File: src/rtl/rcsa_pkg.sv
// ----------------------------------------------------------------------------
// rcsa_pkg
// Shared types and constants of the reference-counted slot allocator.
// ----------------------------------------------------------------------------
package rcsa_pkg;

  localparam int SLOTS_DEFAULT      = 1024;
  localparam int COUNT_BITS_DEFAULT = 16;
  localparam int SLOT_FIELD_W       = 10;

  typedef enum logic [1:0] {
    FUNC_ALLOC   = 2'd0,
    FUNC_ADD_REF = 2'd1,
    FUNC_RELEASE = 2'd2,
    FUNC_NOP     = 2'd3
  } func_t;

  typedef enum logic [1:0] {
    ST_OK       = 2'd0,
    ST_FULL     = 2'd1,
    ST_NOT_LIVE = 2'd2
  } status_t;

  typedef struct packed {
    func_t                   func;
    logic [SLOT_FIELD_W-1:0] slot;
  } req_t;

  typedef struct packed {
    logic [SLOT_FIELD_W-1:0] granted_slot;
    logic                    freed;
    status_t                 status;
  } rsp_t;

endpackage

File: src/rtl/rcsa_ctrl.sv
// ----------------------------------------------------------------------------
// rcsa_ctrl
// Request sequencer: issue the slot word read, then modify, write back and
// register the response. Holds the free list head and the fresh counter.
// ----------------------------------------------------------------------------
module rcsa_ctrl #(
  parameter int SLOTS      = 1024,
  parameter int COUNT_BITS = 16,
  parameter int SLOT_W     = $clog2(SLOTS),
  parameter int WORD_W     = (COUNT_BITS > SLOT_W + 1) ? COUNT_BITS : SLOT_W + 1
) (
  input  logic               clk,
  input  logic               rst,
  input  rcsa_pkg::req_t     req,
  input  logic               req_valid,
  output logic               req_stall,
  output rcsa_pkg::rsp_t     rsp,
  output logic               rsp_valid,
  input  logic               rsp_stall,
  output logic               rd_en,
  output logic [SLOT_W-1:0]  rd_addr,
  input  logic [WORD_W:0]    rd_data,
  output logic               wr_en,
  output logic [SLOT_W-1:0]  wr_addr,
  output logic [WORD_W:0]    wr_data
);

  import rcsa_pkg::*;

  localparam int CW = (SLOT_W + 1 > SLOT_FIELD_W) ? SLOT_W + 1 : SLOT_FIELD_W;
  localparam logic [CW-1:0] SLOTS_C = CW'(SLOTS);
  localparam logic [COUNT_BITS-1:0] COUNT_MAX = {COUNT_BITS{1'b1}};

  typedef enum logic {S_IDLE, S_EXEC} state_t;

  state_t                  state;
  func_t                   func_q;
  logic [SLOT_FIELD_W-1:0] slot_q;
  logic [SLOT_W-1:0]       free_head;
  logic                    free_nonempty;
  logic [SLOT_W:0]         fresh_count;

  logic [SLOT_W-1:0]       head_next;
  logic                    nonempty_next;
  logic [SLOT_W:0]         fresh_next;
  rsp_t                    rsp_next;
  logic                    wr_req;

  logic [CW-1:0]           in_slot_ext;
  logic [CW-1:0]           slot_ext;
  logic [CW-1:0]           fresh_ext;
  logic [CW-1:0]           idx_ext;
  logic [SLOT_W-1:0]       slot_addr;
  logic [SLOT_W-1:0]       idx;
  logic [COUNT_BITS-1:0]   cnt;
  logic                    live;
  logic                    done;
  logic                    accept;

  assign req_stall   = (state != S_IDLE);
  assign accept      = req_valid && !req_stall;
  assign done        = (state == S_EXEC) && (!rsp_valid || !rsp_stall);

  assign in_slot_ext = CW'(req.slot);
  assign slot_ext    = CW'(slot_q);
  assign fresh_ext   = CW'(fresh_count);
  assign slot_addr   = slot_ext[SLOT_W-1:0];

  assign rd_en       = accept;
  assign rd_addr     = (req.func == FUNC_ALLOC) ? free_head : in_slot_ext[SLOT_W-1:0];

  assign cnt         = rd_data[COUNT_BITS-1:0];
  assign live        = rd_data[WORD_W] && (slot_ext < fresh_ext);

  assign wr_en       = done && wr_req;

  always_comb begin
    head_next     = free_head;
    nonempty_next = free_nonempty;
    fresh_next    = fresh_count;
    wr_req        = 1'b0;
    wr_addr       = slot_addr;
    wr_data       = {1'b1, WORD_W'(cnt)};
    idx           = slot_addr;
    rsp_next      = '{granted_slot: slot_q, freed: 1'b0, status: ST_OK};
    unique case (func_q)
      FUNC_ALLOC: begin
        if (free_nonempty) begin
          idx           = free_head;
          head_next     = rd_data[SLOT_W-1:0];
          nonempty_next = rd_data[SLOT_W];
        end else begin
          idx        = fresh_count[SLOT_W-1:0];
          fresh_next = fresh_count + 1'b1;
        end
        if (free_nonempty || (fresh_ext < SLOTS_C)) begin
          wr_req                = 1'b1;
          wr_addr               = idx;
          wr_data               = {1'b1, WORD_W'(1'b0)};
        end else begin
          fresh_next      = fresh_count;
          rsp_next.status = ST_FULL;
        end
      end
      FUNC_ADD_REF: begin
        if (!live) begin
          rsp_next.status = ST_NOT_LIVE;
        end else begin
          wr_req  = 1'b1;
          wr_data = {1'b1, WORD_W'((cnt == COUNT_MAX) ? cnt : cnt + 1'b1)};
        end
      end
      FUNC_RELEASE: begin
        if (!live) begin
          rsp_next.status = ST_NOT_LIVE;
        end else if (cnt[COUNT_BITS-1:1] == '0) begin
          wr_req         = 1'b1;
          wr_data        = {1'b0, WORD_W'({free_nonempty, free_head})};
          head_next      = slot_addr;
          nonempty_next  = 1'b1;
          rsp_next.freed = 1'b1;
        end else begin
          wr_req  = 1'b1;
          wr_data = {1'b1, WORD_W'(cnt - 1'b1)};
        end
      end
      FUNC_NOP: begin
      end
      default: begin
      end
    endcase
    idx_ext = CW'(idx);
    if (func_q == FUNC_ALLOC && rsp_next.status == ST_OK) begin
      rsp_next.granted_slot = idx_ext[SLOT_FIELD_W-1:0];
    end
  end

  always_ff @(posedge clk) begin
    if (rst) begin
      state         <= S_IDLE;
      rsp_valid     <= 1'b0;
      free_head     <= '0;
      free_nonempty <= 1'b0;
      fresh_count   <= '0;
    end else begin
      if (rsp_valid && !rsp_stall && !done) begin
        rsp_valid <= 1'b0;
      end
      unique case (state)
        S_IDLE: begin
          if (accept) begin
            state <= S_EXEC;
          end
        end
        S_EXEC: begin
          if (done) begin
            state         <= S_IDLE;
            rsp_valid     <= 1'b1;
            free_head     <= head_next;
            free_nonempty <= nonempty_next;
            fresh_count   <= fresh_next;
          end
        end
        default: begin
          state <= S_IDLE;
        end
      endcase
    end
    if (accept) begin
      func_q <= req.func;
      slot_q <= req.slot;
    end
    if (done) begin
      rsp <= rsp_next;
    end
  end

endmodule

File: config.mk
export PLATFORM = sky130hd
export DESIGN_NAME = rcsa_ctrl
export DESIGN_NICKNAME = d
export VERILOG_FILES = /design/src/rtl/rcsa_pkg.sv /design/src/rtl/rcsa_ctrl.sv
export SDC_FILE = /design/constraint.sdc
export NUM_CORES = 1
export LEC_CHECK = 0
export ABC_AREA = 1
export BUFFER_PORTS_ARGS = -buffer_cell sky130_fd_sc_hd__buf_2
export CAP_MARGIN = 20
export CORE_MARGIN = 4
export CORE_UTILIZATION = 61
export CTS_CLUSTER_DIAMETER = 50
export DETAILED_ROUTE_END_ITERATION = 8
export HOLD_SLACK_MARGIN = 0.03
export PLACE_DENSITY = 0.95
export SLEW_MARGIN = 30
export SYNTH_ARGS = -nofsm -noshare
export SYNTH_HDL_FRONTEND = slang
export SYNTH_SLANG_ARGS = --single-unit
File: constraint.sdc
create_clock -name clk -period 3.37 [get_ports clk]
set_input_delay 0.1685 -clock clk [delete_from_list [all_inputs] [get_ports clk]]
set_output_delay 0.1685 -clock clk [all_outputs]
set_load 0.1 [all_outputs]
== Word-level counts from Yosys, hierarchy flattened ==
Index checks and enable logic that the tools add are counted.
Storage, ports and cells
  output and inout bits: 54
  input bits: 33
  register bits: 49
  word-level logic and storage cells: 79
Operators by class
  $lt $le $gt $ge: 2
  muxes and demuxes: 33
  $add $sub $neg: 3
  reductions and logical operators: 23
  bitwise gates (word level): 2
  eq/ne operators: 6
Operators with widths (count)
  two-way mux 10 bit: 9
  one-hot mux 17 bit (3 select lines): 1
  two-way mux 16 bit: 3
  two-way mux 17 bit: 2
  one-hot mux 10 bit (2 select lines): 1
  adder 16 x 1 -> 16 bit, second input constant: 1
  equality test 16 bit, second input constant: 1
  subtractor 16 x 1 -> 16 bit, second input constant: 1
  zero test 15 bit: 1
  two-way mux 1 bit: 12
  adder 11 x 1 -> 11 bit, second input constant: 1
  less-than comparator 10 x 11 -> 1 bit: 1
  less-than comparator 11 bit, second input constant: 1
  AND reduction 5 bit: 2
  logical AND 1 bit: 7
  zero test 2 bit: 3
  inequality test 2 bit, second input constant: 3
  one-hot mux 1 bit (2 select lines): 3
  AND reduction 6 bit: 1
  zero test 1 bit: 4
  one-hot mux 2 bit (2 select lines): 1
  equality test 2 x 1 -> 1 bit, second input constant: 1
  equality test 2 bit, second input constant: 1
  logical OR 1 bit: 2
  5 further kinds: 6

== Depth between registers and ports, before layout ==
Gate-level depths: netlist of the first run.
  depth in word-level cells: 8
  gate-level depth with buffers: 15
  gate-level depth less buffers: 14

== Least setup slack after synthesis of the first run ==
No wires, ideal clock.
  path type: flip-flop to output port
  from: register fresh_count[2]
  to: output wr_en
  path buffers: 1
  arrival: 3473 ps
  required time: 3201 ps
  stages on the path, launching flop included: 12
  setup slack: -271 ps
  path through: dfxtp_1 > inv_1 > ha_1 > nand2_1 > clkinv_1 > nand2_1 > nand2_1 > nor2b_1 > nor2_1 > buf_2 > a21oi_1 > nor3_1
Between the ends
  cells in the longest elaborated chain, start to end: 5
  elaborated cells between the ends (all ways): 8
  those cells by class: order compare: 2; mux: 3; reduce/logical: 3
RTL lines
  start: declaration: line rcsa_ctrl.sv:41  | logic [SLOT_W:0] fresh_count;
  start signal: assignment: line rcsa_ctrl.sv:161  | fresh_count <= fresh_next;
  less-than comparator 10 x 11 -> 1 bit or less-than comparator 11 bit (tied branches): line rcsa_ctrl.sv:73, rcsa_ctrl.sv:96
  logical AND 1 bit or logical OR 1 bit (tied branches): line rcsa_ctrl.sv:73, rcsa_ctrl.sv:96
  two-way mux 1 bit (on tied branches): line rcsa_ctrl.sv:114, rcsa_ctrl.sv:96
  one-hot mux 1 bit (2 select lines) *: line rcsa_ctrl.sv:86  | unique case (func_q)
  logical AND 1 bit *: line rcsa_ctrl.sv:75  | assign wr_en = done && wr_req;
  end: declaration: line rcsa_ctrl.sv:23  | output logic wr_en,
Mark *: on every way between the ends. The rest lies on a longest branch, timed or not.

== Final worst setup path of the first run ==
  from: register fresh_count[3]
  to: output wr_data[8]
Between the ends
  cells in the longest elaborated chain, start to end: 4
  elaborated cells between the ends (all ways): 8
  those cells by class: order compare: 2; mux: 4; reduce/logical: 2
RTL lines
  less-than comparator 10 x 11 -> 1 bit or less-than comparator 11 bit (tied branches): line rcsa_ctrl.sv:73, rcsa_ctrl.sv:96
  logical AND 1 bit or logical OR 1 bit (tied branches): line rcsa_ctrl.sv:73, rcsa_ctrl.sv:96
  two-way mux 17 bit, or another cell as far along: line rcsa_ctrl.sv:114  | if (!live) begin
  one-hot mux 17 bit (3 select lines) *: line rcsa_ctrl.sv:86
  end: declaration: line rcsa_ctrl.sv:25  | output logic [WORD_W:0] wr_data
Marked as above.

==> results of run 1 <==
worst max-delay path: stages, from the launching register on:
cell and delay (ps):
dfxtp_1 390, inv_1 100, ha_1 290, nand2_1 90, inv_1 70, nand2_1 40
nor2_1 90, nand2_1 70, nand3_1 70, buf_4 270, nand2_1 180, inv_1 150
nand2_1 60, nand3_1 80, nand2_1 50, nand2_1 50, buf_2 420
cell type report:
| class | instances | area [µm²] | share of cell area |
|---|---|---|---|
| Multi-Input combinational cell | 582 | 2723 | 0.5459 |
| Sequential cell | 49 | 1231 | 0.2469 |
| Clock inverter | 3 | 25.02 | 0.005018 |
| Clock buffer | 5 | 68.82 | 0.01380 |
| Timing Repair Buffer | 96 | 523.0 | 0.1049 |
| Inverter | 79 | 296.5 | 0.05946 |
| Tap cell | 96 | 120.1 | 0.02408 |
timing repair:
item                      4_1_cts  5_1_grt
buffers inserted                0        0
hold buffers                    0        1
hold endpoints to repair        0        1
synth_stat cells, drive strengths merged (7+ instances only):
cell / n / share of area
nand2: 261 / 0.23
buf: 20 / 0.025
edfxtp: 25 / 0.17
ha: 16 / 0.045
inv: 77 / 0.065
clkbuf: 17 / 0.014
nand4: 8 / 0.013
xor2: 7 / 0.014
o21ai: 51 / 0.060
nand3: 91 / 0.10
nor3: 8 / 0.010
a21oi: 38 / 0.043
nor2: 97 / 0.093
dfxtp: 24 / 0.11
layer usage:
layer / up-vias / global-route usage
met4: 0 / 0.09402
met1: 2339 / 0.4625
met3: 46 / 0.06758
met5: - / 0
met2: 405 / 0.5057
li1: 2531 / -
worst max path at each step:
stage	from	end	slack, ps	cells past startpoint
final	fresh_count[3]	wr_data[8]	400	16
after global routing	fresh_count[9]	wr_data[10]	210	14
after CTS	fresh_count[9]	wr_data[8]	470	14
after detailed placement	fresh_count[9]	wr_data[8]	830	14
after global placement	fresh_count[6]	wr_data[0]	910	16
after floorplan	func_q[0]	wr_addr[0]	140	6
metrics by stage:
| step | cells | total power [mW] | hold WS (ps) | worst slack [ps] | area (µm²) |
|---|---|---|---|---|---|
| after floorplan | 747 | 1.350 | 267.4 | 135.7 | 4423 |
| after global placement | 901 | 1.493 | 360.3 | 906.8 | 4883 |
| after detailed placement | 901 | 1.510 | 362.8 | 834.3 | 4883 |
| after CTS | 909 | 1.875 | 33.47 | 466.4 | 4977 |
| after global routing | 910 | 1.958 | 36.10 | 207.0 | 4987 |
| final | 910 | 1.885 | 39.11 | 395.1 | 4987 |
cell families (layout without fill, tap and decap cells):
group | count (synthesis) | after routing
simple gates | 468 | 468
compound gates | 91 | 91
flops | 49 | 49
buf+inv | 116 | 183
fa+ha+maj | 16 | 16
xor+xnor | 7 | 7
flip-flops by register name, summed over array words and instances (netlist names):
| register | count |
|---|---|
| rsp | 13 |
| fresh_count | 11 |
| free_head | 10 |
| slot_addr | 10 |
| func_q | 2 |
| free_nonempty | 1 |
| req_stall | 1 |
| rsp_valid | 1 |
cells in the final DEF (no fill, tap or decap), types with 9 or more instances in the layout:
master / n
nand3_1: 91
edfxtp_1: 25
ha_1: 16
inv_1: 69
o21ai_1: 13
buf_2: 85
dfxtp_1: 24
buf_4: 9
nor2_1: 88
o21ai_0: 37
nand2_1: 258
a21oi_1: 38
where the power goes:
group          internal, mW  switching [mW]
Sequential            0.660          0.0176
Clock                 0.152           0.224
Combinational         0.148           0.684
==> impl_metrics.yaml, run 1 <==
status:
  status: "completed"
sta:
  setup_viol: 0
  finalMaxSlewViolations: 0
  setup_tns_ps: 0
  min_period_over_period: 0.8828
  grt_setup_unrepaired: "no"
  fmax_mhz: 336.1
  worst_pin_slew_ps: 706.2
  max_slew_margin: 0.5285
  hold_violations: 0
  fin_crit_ps: 2975
  fin_skew_ps: 7.854
synth:
  netlist_area_mm2: 0.004418
  synth_seq_area_share: 0.2787
  syn_inst: 747
  synth-edff-count: 25
  synthMuxAreaShare: 0
  netlist-cell-type-count: 32
  ys.flop_type: "edfxtp_1"
  synthAdderAreaFrac: 0.04531
  synth_top_family_by_area: "simple AND/OR/NAND/NOR gates"
  async_reset_ff_frac: 0
  synth_compound_area_frac: 0.1068
  syn-num-nets: 796
  syn_avg_cell_area_um2: 5.914
  synth_xor_area_frac: 0.01388
  yosys_warnings: 0
  synthSimpleGateAreaFrac: 0.4492
  synth-seq-cells: 49
final_layout:
  drive_gt1_frac: 0.1560
  finalNetCount: 862
  fillers: 645
  area_growth_pct: 12.89
  final_util: 0.7221
  n_antenna_cell: 0
routing:
  num_vias: 5321
  wl_mm: 14.43
  route.top_layer_used: "met4"
  ant_nets: 0
  drt_pre_antenna_iters: 7
  wl_per_cell_um: 15.86
  drt_iter0_drc: 652
  drc: 0
  met2_length_mm: 6.383
  detail_route.vias_per_cell: 5.847
  wl_met3_mm: 1.942
  wl_met1_mm: 5.775
grt:
  antenna_found_initial: 0
  grt_pass1_wl_mm: 22.76
  grt_max_degree: 31
  grt_overflow: 0
  grt_use_total: 0.3275
  grt_pass1_vias: 4633
worst_hold_path:
  hold_end: "slot_addr[3]"
  hold_path_depth: 1
  holdCritPathClass: "in2reg"
  hp-start: "req[3]"
setup_path:
  r2r-start: "fresh_count[2]"
  startpoint_type: "flip-flop"
  reg2reg_depth: 11
  arrival_ps: 2810
  worstSetupPathType: "reg2out"
  setup.reg_to_reg.worst_slack_ps: 780
  cp_max_fo: 22
  timing.rr.end: "free_head[4]"
  critPathRequiredTime_ps: 3200
  endpoint_kind: "output port"
power:
  peakVddDrop_uv: 275.9
  power.density_mw_per_mm2: 377.9
  leakagePower_nw: 2.438
clocking:
  post_cts_resized: 0
  cts.reportedPaths.clkPinSlew_ps: 90
  cts_buffers: 5
  h-tree-depth: 2
  clock_latency_ps: 320
  clockBufferDepth: 2
  cts.sinks: 49
  root_buffer: "clkbuf_8"
  cts_tree: "done"
floorplanning:
  die_h_um: 93.11
  num_io_pins: 87
  core_area_mm2: 0.006907
  die_w_um: 93.11
  rows: 30
  start_util: 0.6397
  die_area_mm2: 0.008669
placed_design:
  gp_congestion: 1.009
  portBuffers: 86
  hpwl_mm: 11.16
run:
  cap_violations: 0
No activity file was read; power rests on OpenSTA's default activity.
==> run 2, diff against run 1 <==
--- a/config.mk
+++ b/config.mk
@@ -6,14 +6,14 @@
 export NUM_CORES = 1
 export LEC_CHECK = 0
 export ABC_AREA = 1
-export BUFFER_PORTS_ARGS = -buffer_cell sky130_fd_sc_hd__buf_2
 export CAP_MARGIN = 20
 export CORE_MARGIN = 4
-export CORE_UTILIZATION = 61
+export CORE_UTILIZATION = 40
 export CTS_CLUSTER_DIAMETER = 50
 export DETAILED_ROUTE_END_ITERATION = 8
+export DONT_BUFFER_PORTS = 1
 export HOLD_SLACK_MARGIN = 0.03
-export PLACE_DENSITY = 0.95
+export PLACE_DENSITY = 0.62
 export SLEW_MARGIN = 30
 export SYNTH_ARGS = -nofsm -noshare
 export SYNTH_HDL_FRONTEND = slang
==> run 2 against run 1 <==
Effect of this change:
- combinational power down 10%
- highest routed layer unchanged
- worst setup slack better by 200 ps
- hold slack better by 8.0 ps
==> impl_metrics.yaml, run 2 (synthesized netlist as in run 1, its figures left out) <==
final_layout:
  drive_gt1_frac: 0.1309
  final_cell_area_mm2: 0.005115
  layout_common_cells: "nand2_1, nand3_1, nor2_1"
  top_register: "rsp"
  largest_register_ff_count: 13
  finalNetCount: 827
  fillers: 1155
  final_common_cell: "nand2_1"
  n_antenna_cell: 0
  final_util: 0.4718
  area_growth_pct: 15.77
  largestRegisters: "rsp: 13 flops, fresh_count: 11 flops"
power:
  peakVddDrop_uv: 247.7
  p_total_mw: 1.862
  leakagePower_nw: 2.348
  power.density_mw_per_mm2: 364.1
placed_design:
  portBuffers: 0
  hpwl_mm: 11.18
  placed_cell_area_mm2: 0.004898
  gp_congestion: 0.9535
floorplanning:
  start_util: 0.4075
  die_h_um: 113.1
  die_area_mm2: 0.01279
  num_io_pins: 87
  core_area_mm2: 0.01084
  die_w_um: 113.1
  rows: 38
clocking:
  cts.sinks: 49
  root_buffer: "clkbuf_8"
  cts_buffers: 5
  clockBufferDepth: 2
  cts.reportedPaths.clkPinSlew_ps: 100
  post_cts_resized: 0
  ctsHoldBuffers: 13
  h-tree-depth: 2
  post_cts_buffers: 0
  cts_tree: "done"
  clock_latency_ps: 300
worst_hold_path:
  hold_path_depth: 2
  hp-start: "rsp_stall"
  hold_end: "rsp_valid"
  holdCritPathClass: "in2reg"
setup_path:
  startpoint_type: "flip-flop"
  setup.reg_to_reg.worst_slack_ps: 690
  r2r-start: "slot_addr[9]"
  arrival_ps: 2610
  critPathRequiredTime_ps: 3200
  reg2reg_depth: 10
  worstSetupPathType: "reg2out"
  timing.rr.end: "rsp[6]"
  endpoint_kind: "output port"
  cp_max_fo: 22
routing:
  num_vias: 4917
  drt_pre_antenna_iters: 5
  wl_mm: 14.56
  drc: 0
  detail_route.vias_per_cell: 5.350
  drt_iter0_drc: 427
  wl_per_cell_um: 15.84
  ant_nets: 0
sta:
  hold_violations: 0
  max_slew_margin: 0.4006
  setup_viol: 0
  fmax_mhz: 360.3
  finalMaxSlewViolations: 0
  setup_tns_ps: 0
  fin_skew_ps: 10.27
  worst_pin_slew_ps: 901.0
  min_period_over_period: 0.8236
  fin_crit_ps: 2776
  grt_setup_unrepaired: "no"
grt:
  grt_pass1_wl_mm: 23.65
  grt_max_degree: 36
  grt_overflow: 0
  grt_use_total: 0.2265
  grt_pass1_vias: 4783
  antenna_found_initial: 0
run:
  cap_violations: 0
status:
  status: "completed"
[run 2: cell types whose count changed in the layout (fill, tap and decap cells not counted), sizes merged]
cell	delta
clkinvlp	-1
dlygate4sd3	+12
clkbuf	+1
inv	-1
buf	-47
clkinv	+1
[run 2: through the flow]
stage          cells  hold WS [ps]  worst slack (ps)
2_1_floorplan    747         267.4             135.7
3_3_place_gp     898         240.2             785.6
3_5_place_dp     898         241.3             737.0
4_1_cts          919         41.52             612.5
5_1_grt          919         49.43             361.8
6_report         919         47.06             594.5
[run 2: how the worst max path moves through the flow]
| stage | from | to |
|---|---|---|
| CTS | slot_addr[9] | wr_data[8] |
| global placement | slot_addr[5] | rsp[7] |
| global route | slot_addr[9] | wr_data[8] |
| finish | slot_addr[9] | wr_data[8] |
| detailed placement | slot_addr[9] | rsp[7] |
| floorplan | func_q[0] | wr_addr[0] |
[run 2: routing by layer]
layer  part of all wire  routed length (µm)  track usage  vias to the layer above
li1                   -                   -            -                     2459
met1               0.45                6487       0.3153                     2235
met2               0.46                6629       0.3712                      213
met3              0.089                1298      0.03690                       10
met4             0.0096                 140      0.04888                        0
met5                  0                   0            0                        -
[run 2: cell type report]
class	instances	area, µm²	share of cell area
Multi-Input combinational cell	582	2823	0.5519
Sequential cell	49	1231	0.2407
Timing Repair Buffer	61	503.0	0.09834
Inverter	79	296.5	0.05797
Tap cell	140	175.2	0.03425
Clock buffer	6	72.57	0.01419
Clock inverter	2	13.76	0.002691
[run 2: power breakdown]
part | switching, mW | internal (mW)
logic | 0.579 | 0.170
clock network | 0.207 | 0.149
registers | 0.0964 | 0.661
[run 2: critical path, stage by stage (launching register included)]
cell,delay (ps)
edfxtp_1,480
ha_1,340
nand2_1,70
nor2_1,140
nand2_1,90
nand3_1,80
buf_4,270
nand2_1,170
inv_1,120
nand2_1,50
nand3_1,70
nand2_1,50
nand2_1,70
buf_4,280
